<file path="config.mk">
export PLATFORM = sky130hd
export DESIGN_NAME = voice_activity_segmenter
export DESIGN_NICKNAME = d
export VERILOG_FILES = /design/src/hdl/vas_pkg.sv /design/src/hdl/vas_div.sv /design/src/hdl/vas_ctrl.sv /design/src/hdl/vas_dp.sv /design/src/hdl/voice_activity_segmenter.sv
export SDC_FILE = /design/constraint.sdc
export NUM_CORES = 1
export LEC_CHECK = 0
export ABC_AREA = 1
export BUFFER_PORTS_ARGS = -buffer_cell sky130_fd_sc_hd__buf_4
export CORE_ASPECT_RATIO = 0.8
export CORE_UTILIZATION = 31
export CTS_CLUSTER_SIZE = 20
export DETAILED_ROUTE_END_ITERATION = 8
export MAX_ROUTING_LAYER = met4
export SLEW_MARGIN = 5
export SYNTH_ARGS = -nofsm -noshare
export SYNTH_HDL_FRONTEND = slang
export SYNTH_HIERARCHICAL = 1
export SYNTH_SLANG_ARGS = --single-unit
</file>
<file path="constraint.sdc">
create_clock -name clk -period 8.07 [get_ports clk]
set_clock_uncertainty 0.05 [all_clocks]
set_input_delay 0.4035 -clock clk [delete_from_list [all_inputs] [get_ports clk]]
set_output_delay 0.4035 -clock clk [all_outputs]
set_load 0.01 [all_outputs]
</file>
<file path="src/hdl/vas_pkg.sv">
`timescale 1ns / 1ps
// ----------------------------------------------------------------------------
// vas_pkg: shared types and constants of the voice activity segmenter
// Widths, reset values of the settings registers, register indexes, marker
// tags, controller states and the command and status bundles.
// ----------------------------------------------------------------------------
package vas_pkg;

	// Largest number of frames in one chunk; a frame that reaches it ends the chunk.
	localparam int MAX_CHUNK_FRAMES = 16384;

	localparam int SAMPLE_W = 16;
	localparam int ABS_W    = SAMPLE_W + 1;
	localparam int CHUNK_W  = $clog2(MAX_CHUNK_FRAMES + 1);
	localparam int SUM_W    = 31;
	localparam int AVG_W    = 17;
	localparam int CNT_W    = 20;
	localparam int TICK_W   = 16;
	localparam int THR_W    = 16;
	localparam int IDX_W    = 3;
	localparam int DIV_CNT_W = $clog2(SUM_W + 1);

	// Reset values of the settings registers.
	localparam logic [THR_W-1:0]  THRESH_RST  = THR_W'(2000);
	localparam logic [CNT_W-1:0]  FLUSH_RST   = CNT_W'(2048);
	localparam logic [CNT_W-1:0]  BREAK_RST   = CNT_W'(15000);
	localparam logic [TICK_W-1:0] TIMEOUT_RST = TICK_W'(800);

	// Register indexes of the settings port.
	localparam logic [IDX_W-1:0] REG_THRESH  = IDX_W'(0);
	localparam logic [IDX_W-1:0] REG_FLUSH   = IDX_W'(1);
	localparam logic [IDX_W-1:0] REG_BREAK   = IDX_W'(2);
	localparam logic [IDX_W-1:0] REG_TIMEOUT = IDX_W'(3);
	localparam logic [IDX_W-1:0] REG_CAPTURE = IDX_W'(4);

	// Input item kinds.
	localparam logic OP_FRAME = 1'b0;
	localparam logic OP_TICK  = 1'b1;

	typedef enum logic [1:0] {
		TAG_OPEN  = 2'd0,
		TAG_DATA  = 2'd1,
		TAG_PAUSE = 2'd2,
		TAG_END   = 2'd3
	} tag_t;

	typedef enum logic [1:0] {
		S_IDLE   = 2'd0,
		S_DIV    = 2'd1,
		S_DECIDE = 2'd2,
		S_EMIT   = 2'd3
	} state_t;

	// Commands from the controller to the datapath.
	typedef struct packed {
		logic absorb;
		logic decide;
		logic pop;
	} ctrl_cmd_t;

	// Status from the datapath to the controller.
	typedef struct packed {
		logic chunk_close;
		logic div_busy;
		logic pend_any;
		logic pend_last;
		logic out_free;
	} dp_status_t;

endpackage

</file>
<file path="src/hdl/vas_div.sv">
`timescale 1ns / 1ps
// ----------------------------------------------------------------------------
// vas_div: iterative restoring divider
// Divides the chunk sum by the chunk frame count, one quotient bit per cycle.
// ----------------------------------------------------------------------------
module vas_div
	import vas_pkg::*;
(
	input  logic               clk,
	input  logic               arst_n,
	input  logic               start,
	input  logic [SUM_W-1:0]   num,
	input  logic [CHUNK_W-1:0] den,
	output logic               busy,
	output logic [SUM_W-1:0]   quot
);

	logic                 busy_q;
	logic [DIV_CNT_W-1:0] cnt_q;
	logic [SUM_W-1:0]     num_q;
	logic [CHUNK_W-1:0]   den_q;
	logic [CHUNK_W-1:0]   rem_q;
	logic [CHUNK_W:0]     rem_sh;
	logic [CHUNK_W:0]     rem_sub;
	logic                 q_bit;

	// Trial subtraction of one step.
	always_comb begin
		rem_sh  = {rem_q, num_q[SUM_W-1]};
		rem_sub = rem_sh - {1'b0, den_q};
		q_bit   = (rem_sh >= {1'b0, den_q});
	end

	// Step control.
	always_ff @(posedge clk or negedge arst_n) begin
		if (!arst_n) begin
			busy_q <= 1'b0;
			cnt_q  <= '0;
		end else if (start) begin
			busy_q <= 1'b1;
			cnt_q  <= DIV_CNT_W'(SUM_W);
		end else if (busy_q) begin
			cnt_q <= cnt_q - 1'b1;
			if (cnt_q == DIV_CNT_W'(1)) begin
				busy_q <= 1'b0;
			end
		end
	end

	// Shift register for dividend and quotient, and the partial remainder.
	always_ff @(posedge clk) begin
		if (start) begin
			num_q <= num;
			den_q <= den;
			rem_q <= '0;
		end else if (busy_q) begin
			num_q <= {num_q[SUM_W-2:0], q_bit};
			rem_q <= q_bit ? rem_sub[CHUNK_W-1:0] : rem_sh[CHUNK_W-1:0];
		end
	end

	assign busy = busy_q;
	assign quot = num_q;

endmodule

</file>
<file path="src/hdl/vas_ctrl.sv">
`timescale 1ns / 1ps
// ----------------------------------------------------------------------------
// vas_ctrl: sequencing controller
// Takes input beats, waits for the divider, triggers the marker decision and
// hands the pending markers one by one to the output register.
// ----------------------------------------------------------------------------
module vas_ctrl
	import vas_pkg::*;
(
	input  logic       clk,
	input  logic       arst_n,
	input  logic       in_valid,
	output logic       in_ready,
	input  dp_status_t status,
	output ctrl_cmd_t  cmd
);

	state_t state_q;
	state_t state_d;

	// State register.
	always_ff @(posedge clk or negedge arst_n) begin
		if (!arst_n) begin
			state_q <= S_IDLE;
		end else begin
			state_q <= state_d;
		end
	end

	// Next state and commands.
	always_comb begin
		state_d    = state_q;
		in_ready   = 1'b0;
		cmd.absorb = 1'b0;
		cmd.decide = 1'b0;
		cmd.pop    = 1'b0;
		case (state_q)
			S_IDLE: begin
				in_ready = 1'b1;
				if (in_valid) begin
					cmd.absorb = 1'b1;
					if (status.chunk_close) begin
						state_d = S_DIV;
					end
				end
			end
			S_DIV: begin
				if (!status.div_busy) begin
					state_d = S_DECIDE;
				end
			end
			S_DECIDE: begin
				cmd.decide = 1'b1;
				state_d    = S_EMIT;
			end
			S_EMIT: begin
				if (!status.pend_any) begin
					state_d = S_IDLE;
				end else if (status.out_free) begin
					cmd.pop = 1'b1;
					if (status.pend_last) begin
						state_d = S_IDLE;
					end
				end
			end
			default: begin
				state_d = S_IDLE;
			end
		endcase
	end

endmodule

</file>
<file path="src/hdl/vas_dp.sv">
`timescale 1ns / 1ps
// ----------------------------------------------------------------------------
// vas_dp: segmenter datapath
// Settings registers, chunk accumulation, session counters, the divider, the
// marker decision and the output register.
// ----------------------------------------------------------------------------
module vas_dp
	import vas_pkg::*;
(
	input  logic                       clk,
	input  logic                       arst_n,
	// settings writes
	input  logic                       cfg_we,
	input  logic [IDX_W-1:0]           cfg_index,
	input  logic [31:0]                cfg_data,
	// input payload
	input  logic                       op,
	input  logic signed [SAMPLE_W-1:0] left_sample,
	input  logic signed [SAMPLE_W-1:0] right_sample,
	input  logic                       chunk_end,
	// output register
	input  logic                       out_ready,
	output logic                       out_valid,
	output logic [1:0]                 tag,
	output logic [CNT_W-1:0]           frame_count,
	output logic [AVG_W-1:0]           mean_level,
	output logic                       last,
	// controller link
	input  ctrl_cmd_t                  cmd,
	output dp_status_t                 status
);

	localparam logic [CNT_W-1:0]  CNT_MAX  = '1;
	localparam logic [TICK_W-1:0] TICK_MAX = '1;

	// Settings registers.
	logic [THR_W-1:0]  thr_q;
	logic [CNT_W-1:0]  flush_lim_q;
	logic [CNT_W-1:0]  brk_lim_q;
	logic [TICK_W-1:0] tmo_q;
	logic              cap_en_q;

	// Session state.
	logic               in_utt_q;
	logic [CNT_W-1:0]   flush_cnt_q;
	logic [CNT_W-1:0]   total_cnt_q;
	logic [TICK_W-1:0]  ticks_q;
	logic [SUM_W-1:0]   chunk_sum_q;
	logic [CHUNK_W-1:0] chunk_frm_q;

	// Closed chunk and pending markers.
	logic [CHUNK_W-1:0] frames_q;
	logic [3:0]         pend_q;
	logic [CNT_W-1:0]   data_cnt_q;
	logic [AVG_W-1:0]   avg_q;

	// Output register.
	logic               out_valid_q;
	tag_t               out_tag_q;
	logic [CNT_W-1:0]   out_cnt_q;
	logic [AVG_W-1:0]   out_avg_q;
	logic               out_last_q;

	// Divider link.
	logic               div_busy;
	logic [SUM_W-1:0]   div_quot;
	logic               div_start;

	// Frame accumulation.
	logic [ABS_W-1:0]   abs_l;
	logic [ABS_W-1:0]   abs_r;
	logic [ABS_W-1:0]   abs_pair;
	logic [SUM_W-1:0]   sum_new;
	logic [CHUNK_W-1:0] frm_new;
	logic               is_frame;
	logic               close;
	logic               cfg_off;

	// Decision.
	logic [AVG_W-1:0]   avg;
	logic [CNT_W:0]     flush_sum;
	logic [CNT_W:0]     total_sum;
	logic [CNT_W-1:0]   flush_n;
	logic [CNT_W-1:0]   total_n;
	logic [CNT_W-1:0]   total1;
	logic [TICK_W-1:0]  ticks_d;
	logic               above;
	logic               utt;
	logic               f_start;
	logic               f_data;
	logic               f_brk;
	logic               f_end;
	logic               tmo;

	// Marker selection.
	logic [3:0]         pend_low;
	logic [3:0]         pend_rest;
	tag_t               pop_tag;

	function automatic logic [ABS_W-1:0] abs_sample(input logic signed [SAMPLE_W-1:0] s);
		logic [ABS_W-1:0] ext;
		begin
			ext = ABS_W'(s);
			if (s[SAMPLE_W-1]) begin
				ext = {1'b1, s} ^ '1;
				ext = ext + 1'b1;
			end
			abs_sample = ext;
		end
	endfunction

	// Magnitudes of both samples, the updated chunk and the chunk end test.
	always_comb begin
		abs_l    = abs_sample(left_sample);
		abs_r    = abs_sample(right_sample);
		abs_pair = abs_l + abs_r;
		sum_new  = chunk_sum_q + SUM_W'(abs_pair);
		frm_new  = chunk_frm_q + 1'b1;
		is_frame = cap_en_q && (op == OP_FRAME);
		close    = is_frame && (chunk_end ||
			(32'(frm_new) >= 32'(MAX_CHUNK_FRAMES)));
		div_start = cmd.absorb && close;
		cfg_off   = cfg_we && (cfg_index == REG_CAPTURE) && !cfg_data[0];
	end

	vas_div u_div (
		.clk    (clk),
		.arst_n (arst_n),
		.start  (div_start),
		.num    (sum_new),
		.den    (frm_new),
		.busy   (div_busy),
		.quot   (div_quot)
	);

	// Decision at a chunk end: start, flush, break and timeout in that order.
	always_comb begin
		avg       = div_quot[AVG_W-1:0];
		flush_sum = {1'b0, flush_cnt_q} + (CNT_W+1)'(frames_q);
		total_sum = {1'b0, total_cnt_q} + (CNT_W+1)'(frames_q);
		flush_n   = flush_sum[CNT_W] ? CNT_MAX : flush_sum[CNT_W-1:0];
		total_n   = total_sum[CNT_W] ? CNT_MAX : total_sum[CNT_W-1:0];
		above     = avg > AVG_W'(thr_q);
		f_start   = above && !in_utt_q;
		utt       = in_utt_q || above;
		ticks_d   = above ? '0 : ticks_q;
		f_data    = utt && (flush_n > flush_lim_q);
		total1    = utt ? total_n : '0;
		f_brk     = (total1 > brk_lim_q) && (avg < AVG_W'(thr_q >> 1));
		tmo       = ticks_d >= tmo_q;
		f_end     = tmo && utt;
	end

	// Settings registers.
	always_ff @(posedge clk or negedge arst_n) begin
		if (!arst_n) begin
			thr_q       <= THRESH_RST;
			flush_lim_q <= FLUSH_RST;
			brk_lim_q   <= BREAK_RST;
			tmo_q       <= TIMEOUT_RST;
			cap_en_q    <= 1'b0;
		end else if (cfg_we) begin
			case (cfg_index)
				REG_THRESH:  thr_q       <= cfg_data[THR_W-1:0];
				REG_FLUSH:   flush_lim_q <= cfg_data[CNT_W-1:0];
				REG_BREAK:   brk_lim_q   <= cfg_data[CNT_W-1:0];
				REG_TIMEOUT: tmo_q       <= cfg_data[TICK_W-1:0];
				REG_CAPTURE: cap_en_q    <= cfg_data[0];
				default: begin
				end
			endcase
		end
	end

	// Session state: cleared when capture is off, advanced by beats and decisions.
	always_ff @(posedge clk or negedge arst_n) begin
		if (!arst_n) begin
			in_utt_q    <= 1'b0;
			flush_cnt_q <= '0;
			total_cnt_q <= '0;
			ticks_q     <= '0;
			chunk_sum_q <= '0;
			chunk_frm_q <= '0;
			pend_q      <= '0;
		end else if (cfg_off || (cmd.absorb && !cap_en_q)) begin
			in_utt_q    <= 1'b0;
			flush_cnt_q <= '0;
			total_cnt_q <= '0;
			ticks_q     <= '0;
			chunk_sum_q <= '0;
			chunk_frm_q <= '0;
		end else if (cmd.absorb) begin
			if (op == OP_TICK) begin
				if (ticks_q != TICK_MAX) begin
					ticks_q <= ticks_q + 1'b1;
				end
			end else if (close) begin
				chunk_sum_q <= '0;
				chunk_frm_q <= '0;
			end else begin
				chunk_sum_q <= sum_new;
				chunk_frm_q <= frm_new;
			end
		end else if (cmd.decide) begin
			pend_q <= {f_end, f_brk, f_data, f_start};
			if (tmo) begin
				in_utt_q    <= 1'b0;
				flush_cnt_q <= '0;
				total_cnt_q <= '0;
				ticks_q     <= '0;
			end else begin
				in_utt_q    <= utt;
				flush_cnt_q <= f_data ? '0 : flush_n;
				total_cnt_q <= f_brk ? '0 : total1;
				ticks_q     <= ticks_d;
			end
		end else if (cmd.pop) begin
			pend_q <= pend_rest;
		end
	end

	// Closed chunk size and marker payload.
	always_ff @(posedge clk) begin
		if (div_start) begin
			frames_q <= frm_new;
		end
		if (cmd.decide) begin
			data_cnt_q <= flush_n;
			avg_q      <= avg;
		end
	end

	// The earliest pending marker goes out first.
	always_comb begin
		pend_low  = pend_q & (~pend_q + 4'd1);
		pend_rest = pend_q & ~pend_low;
		if (pend_q[0]) begin
			pop_tag = TAG_OPEN;
		end else if (pend_q[1]) begin
			pop_tag = TAG_DATA;
		end else if (pend_q[2]) begin
			pop_tag = TAG_PAUSE;
		end else begin
			pop_tag = TAG_END;
		end
	end

	// Output register.
	always_ff @(posedge clk or negedge arst_n) begin
		if (!arst_n) begin
			out_valid_q <= 1'b0;
		end else if (cmd.pop) begin
			out_valid_q <= 1'b1;
		end else if (out_ready) begin
			out_valid_q <= 1'b0;
		end
	end

	always_ff @(posedge clk) begin
		if (cmd.pop) begin
			out_tag_q  <= pop_tag;
			out_cnt_q  <= (pop_tag == TAG_DATA) ? data_cnt_q : '0;
			out_avg_q  <= avg_q;
			out_last_q <= (pend_rest == 4'd0);
		end
	end

	assign out_valid   = out_valid_q;
	assign tag         = out_tag_q;
	assign frame_count = out_cnt_q;
	assign mean_level  = out_avg_q;
	assign last        = out_last_q;

	assign status.chunk_close = close;
	assign status.div_busy    = div_busy;
	assign status.pend_any    = (pend_q != 4'd0);
	assign status.pend_last   = (pend_q != 4'd0) && (pend_rest == 4'd0);
	assign status.out_free    = !out_valid_q || out_ready;

endmodule

</file>
<file path="src/hdl/voice_activity_segmenter.sv">
`timescale 1ns / 1ps
// A frame that does not end a chunk, a tick or an item taken with capture off
// leaves the block ready again in the next cycle.
// A chunk end passes through accept, 31 divider steps, a state to see the
// divider finish and the decision, then sends one marker per cycle while the
// output register is free, or returns to idle when the chunk gives no marker.
// Asynchronous reset restores the default settings, with capture off.
// ----------------------------------------------------------------------------
// voice_activity_segmenter: energy based voice activity segmenter
// Averages the absolute sample level of each chunk and emits start, data
// flush, break and end markers for the speech session.
// ----------------------------------------------------------------------------
module voice_activity_segmenter
	import vas_pkg::*;
(
	input  logic                       clk,
	input  logic                       arst_n,
	// settings port
	input  logic                       cfg_valid,
	output logic                       cfg_ready,
	input  logic [IDX_W-1:0]           cfg_index,
	input  logic [31:0]                cfg_data,
	// input channel
	input  logic                       in_valid,
	output logic                       in_ready,
	input  logic                       op,
	input  logic signed [SAMPLE_W-1:0] left_sample,
	input  logic signed [SAMPLE_W-1:0] right_sample,
	input  logic                       chunk_end,
	// output channel
	output logic                       out_valid,
	input  logic                       out_ready,
	output logic [1:0]                 tag,
	output logic [CNT_W-1:0]           frame_count,
	output logic [AVG_W-1:0]           mean_level,
	output logic                       last
);

	ctrl_cmd_t  cmd;
	dp_status_t status;

	// The user must write settings only while the block is idle; the block does not enforce it.
	assign cfg_ready = 1'b1;

	vas_ctrl u_ctrl (
		.clk      (clk),
		.arst_n   (arst_n),
		.in_valid (in_valid),
		.in_ready (in_ready),
		.status   (status),
		.cmd      (cmd)
	);

	vas_dp u_dp (
		.clk          (clk),
		.arst_n       (arst_n),
		.cfg_we       (cfg_valid && cfg_ready),
		.cfg_index    (cfg_index),
		.cfg_data     (cfg_data),
		.op           (op),
		.left_sample  (left_sample),
		.right_sample (right_sample),
		.chunk_end    (chunk_end),
		.out_ready    (out_ready),
		.out_valid    (out_valid),
		.tag          (tag),
		.frame_count  (frame_count),
		.mean_level   (mean_level),
		.last         (last),
		.cmd          (cmd),
		.status       (status)
	);

endmodule

</file>
==> key figures <==
Clock network
  – Clk_lat worst skew: between 500 and 600 ps
  – Clock transition at the registers of the reported paths: 70 ps
  – TritonCTS Buffers: 38
  – Clk sink count: around 340
  – Post-CTS Setup Bufs: 0
  – CTS tree: built
  – Clk buf depth: 3
  – Root buf cell: clkbuf_16
  – H-tree lvl count: 2

Setup path
  – Req. time, crit path: 8470 ps
  – Crit-path max cell delay: 720 ps
  – Delay-heaviest family, CP: simple AND/OR/NAND/NOR gates
  – Worst path slowest cell: nand2_1
  – Critical path class: reg2reg
  – Crit-path cells: inv_1 > ha_1 > nand2_1 > nor2_1 > nand2_1 > nor2_1 > nand2_1 > nand2_1 > nand2_1 > o21ai_0 > inv_1 > ha_1 > nand2_1 > nor2_1 > nor3b_1 > nand3_1 > nand3_1 > nand3_1 > nand2_2 > inv_1 > nand2_1 > nand2_1
  – Crit path capture type: flop
  – Max Fanout on Critical Path: 21
  – Crit path buf inv count: 3
  – Setup crit start kind: flop
  – Crit path DAT: approximately 5600 ps
  – Cell mode on critical path: nand2_1

Finish
  – ANT cells: 0
  – Most common cell after layout, fill and taps aside: nand2_1
  – Share of layout cells above drive strength 1: 0.0837
  – Area delta synth->final: 13.3%
  – Fin nets: roughly 3.3k
  – Most frequent cells in the layout: 964 x nand2_1, 456 x inv_1, 219 x nand3_1
  – Post-Route Utilization: 0.354

Floorplan
  – Initial Utilization: 0.313
  – Row Count: 88
  – Die Height: between 200 and 250 um
  – Die Area: between 70000 and 80000 um^2
  – Core ar.: between 70000 and 80000 um^2
  – DIE WIDTH: around 300 um
  – I/O Pins: 117

Outcome
  – Outcome: finished clean

Global route
  – Grt ovf: 0
  – Antenna violations before repair: 3
  – GRT Total Usage: 0.163
  – Largest net degree at the start of global routing: about 120
  – Number of global-route vias before repair: 17.3k
  – Global-route wire length before repair: 94.1 mm

Detailed routing
  – Initial DRC count: 1332
  – Antenna Violating Nets Remaining: 0
  – DRC: 0
  – Vias per cell: roughly 4.7
  – Vias: 18.9k
  – Drt total wl: 58.6 mm
  – Wire per inst: between 10 and 15 um
  – Drt first pass iters: 6

Synthesis
  – Register area share after synthesis: 0.407
  – Mux share of post-synthesis cell area: 0
  – Async SR Flop Fraction: 0.553
  – Synth Area per Inst: 7.52 um^2
  – Syn nets: 3255
  – Simple logic cell fraction of the synthesized area: 0.292
  – Synth Area in Compound Gates: 0.0756
  – Netlist Area Pre-Place: approximately 23000 um^2
  – Post-synth EDFFs: 138
  – Synth warn: 6
  – XOR/XNOR share of the synthesized area: 0.0303
  – Seq cells post-synth: 342
  – Synth unique cells: 57
  – Adder-cell area share of the yosys netlist: 0.101
  – Largest family of logic cells by synthesized area: simple AND/OR/NAND/NOR gates
  – Gate Count Post-Synth: 3001
  – Ys flop type: dfrtp_1

STA
  – Final Critical Period: between 5000 and 6000 ps
  – Final Setup Violations: 0
  – Max_slew headroom: 0.284
  – Final setup TNS: 0 ps
  – Max Clk Rate: 191 MHz
  – Least-Margin Pin Slew: around 1100 ps
  – Final Slew Violations: 0
  – Period utilisation layout: 0.648
  – RSZ-0062 raised after global routing: no
  – Final Hold Vio Count: 0

Hold path
  – Class of the worst hold path: in2reg

Pwr
  – Peak supply drop: 0.000138 V
  – P_leak: between 10 and 15 nW
  – Power Density: 332 nW/um^2

Place
  – Gpl congestion: 0.905
  – Dpl hpwl: 43.9 mm
  – I/O Buffers: 103

Run
  – Max cap viols: 0
==> worst reg2reg max path: stages (launching register included) <==
cell and delay [ps]:
dfstp_2 530, inv_1 60, ha_1 290, nand2_1 70, nor2_1 130, nand2_1 90
nor2_1 150, nand2_1 60, nand2_1 660, nand2_1 740, o21ai_0 470, inv_1 90
ha_1 280, nand2_1 40, nor2_1 160, nor3b_1 220, nand3_1 100, nand3_1 90
nand3_1 160, nand2_2 350, inv_1 160, nand2_1 130, nand2_1 50
==> cell type report <==
class | count | area, um^2
Fill cell | 7565 | 46600
Clock buffer | 50 | 1050
Tap cell | 945 | 1180
Multi-Input combinational cell | 2132 | 11300
Clock inverter | 18 | 220
Timing Repair Buffer | 115 | 872
Inverter | 462 | 1730
Sequential cell | 342 | 9200
==> metal layers <==
layer | track usage | up-vias | part of all wire | wire [um]
met5 | - | - | 0 | 0
met4 | 0.0397 | 0 | 0.021 | 1200
met3 | 0.0202 | 69 | 0.048 | 2780
met2 | 0.236 | 413 | 0.41 | 24000
met1 | 0.239 | 8643 | 0.52 | 30600
li1 | - | 9779 | - | -
==> sequential cells by signal, indices dropped and copies added (netlist names), 15 cells and up <==
register and cells:
u_dp/chunk_sum_q 31, u_dp/u_div/quot 31, u_dp/brk_lim_q 20, u_dp/data_cnt_q 20
u_dp/flush_cnt_q 20, u_dp/flush_lim_q 20, u_dp/frame_count 20, u_dp/total_cnt_q 20
u_dp/avg_q 17, u_dp/mean_level 17, u_dp/thr_q 16, u_dp/ticks_q 16
u_dp/tmo_q 16, u_dp/chunk_frm_q 15, u_dp/frames_q 15, u_dp/u_div/den_q 15
u_dp/u_div/rem_q 15
==> cells by family after synthesis <==
kind of cell               Yosys count
and+or+nand+nor                   1550
adders and majority gates          180
buffers and inverters              527
other                                1
xor gates and xnor gates            78
DFF                                342
AOI/OAI and AO/OA                  323
==> path summary, 6_finish.rpt <==
check	from	endpoint	slack, ps	cells after the start
worst max-delay path	u_dp/thr_q[8]	u_dp/total_cnt_q[10]	2840	22
worst min-delay path	out_ready	u_dp/out_valid	80	4
worst max register to register	u_dp/thr_q[8]	u_dp/total_cnt_q[10]	2840	22
worst min register to register	u_dp/avg_q[7]	u_dp/mean_level[7]	370	0
max in group asynchronous	arst_n	u_dp/brk_lim_q[15]	5830	3
min in group asynchronous	arst_n	u_dp/flush_cnt_q[16]	490	2
==> through the flow <==
stage	power (W)	setup WS (ps)	hold WS, ps	cell area [um^2]	std cells
after floorplan	0.00560	3820	57.9	22600	3001
after global placement	0.00665	2910	352	24300	3995
after detailed placement	0.00670	2860	355	24300	3995
after CTS	0.00855	2850	56.1	25600	4064
after global routing	0.00924	2390	92.0	25600	4064
final	0.00848	2840	84.0	25600	4064
==> report_power, final <==
| part | leakage [nW] | switching, W | internal (W) |
|---|---|---|---|
| combinational | 8.57 | 0.00256 | 0.00131 |
| clock | 0.608 | 0.000746 | 0.00105 |
| sequential | 3.86 | 0.000364 | 0.00246 |
| total | 13.0 | 0.00367 | 0.00481 |
==> synth_stat cells (all sizes together) (2+ instances only) <==
library cell	number	area [um^2]
ha	175	2190
nand3b	13	97.6
dfstp	17	447
nand4	38	259
nand3	230	1210
a21o	4	30.0
dfxtp	15	300
a211oi	2	15.0
inv	461	1730
a21oi	121	632
xor2	67	587
xnor2	11	96.3
dfrtp	172	4300
o21a	4	30.0
clkbuf	38	144
nor2	219	878
o21bai	8	63.8
nor4	3	18.8
and2	13	81.3
nand2	989	3810
edfxtp	138	4140
o21ai	177	886
fa	5	100
or2	9	56.3
nor3	31	160
a31oi	3	18.8
nor3b	3	22.5
buf	27	214
==> repair_timing <==
item,in CTS,in global routing
hold endpoints to repair,36,0
hold buffers,1,0
setup endpoints to repair,0,0
resized for setup,0,0
No activity file was read; power rests on OpenSTA's default activity.
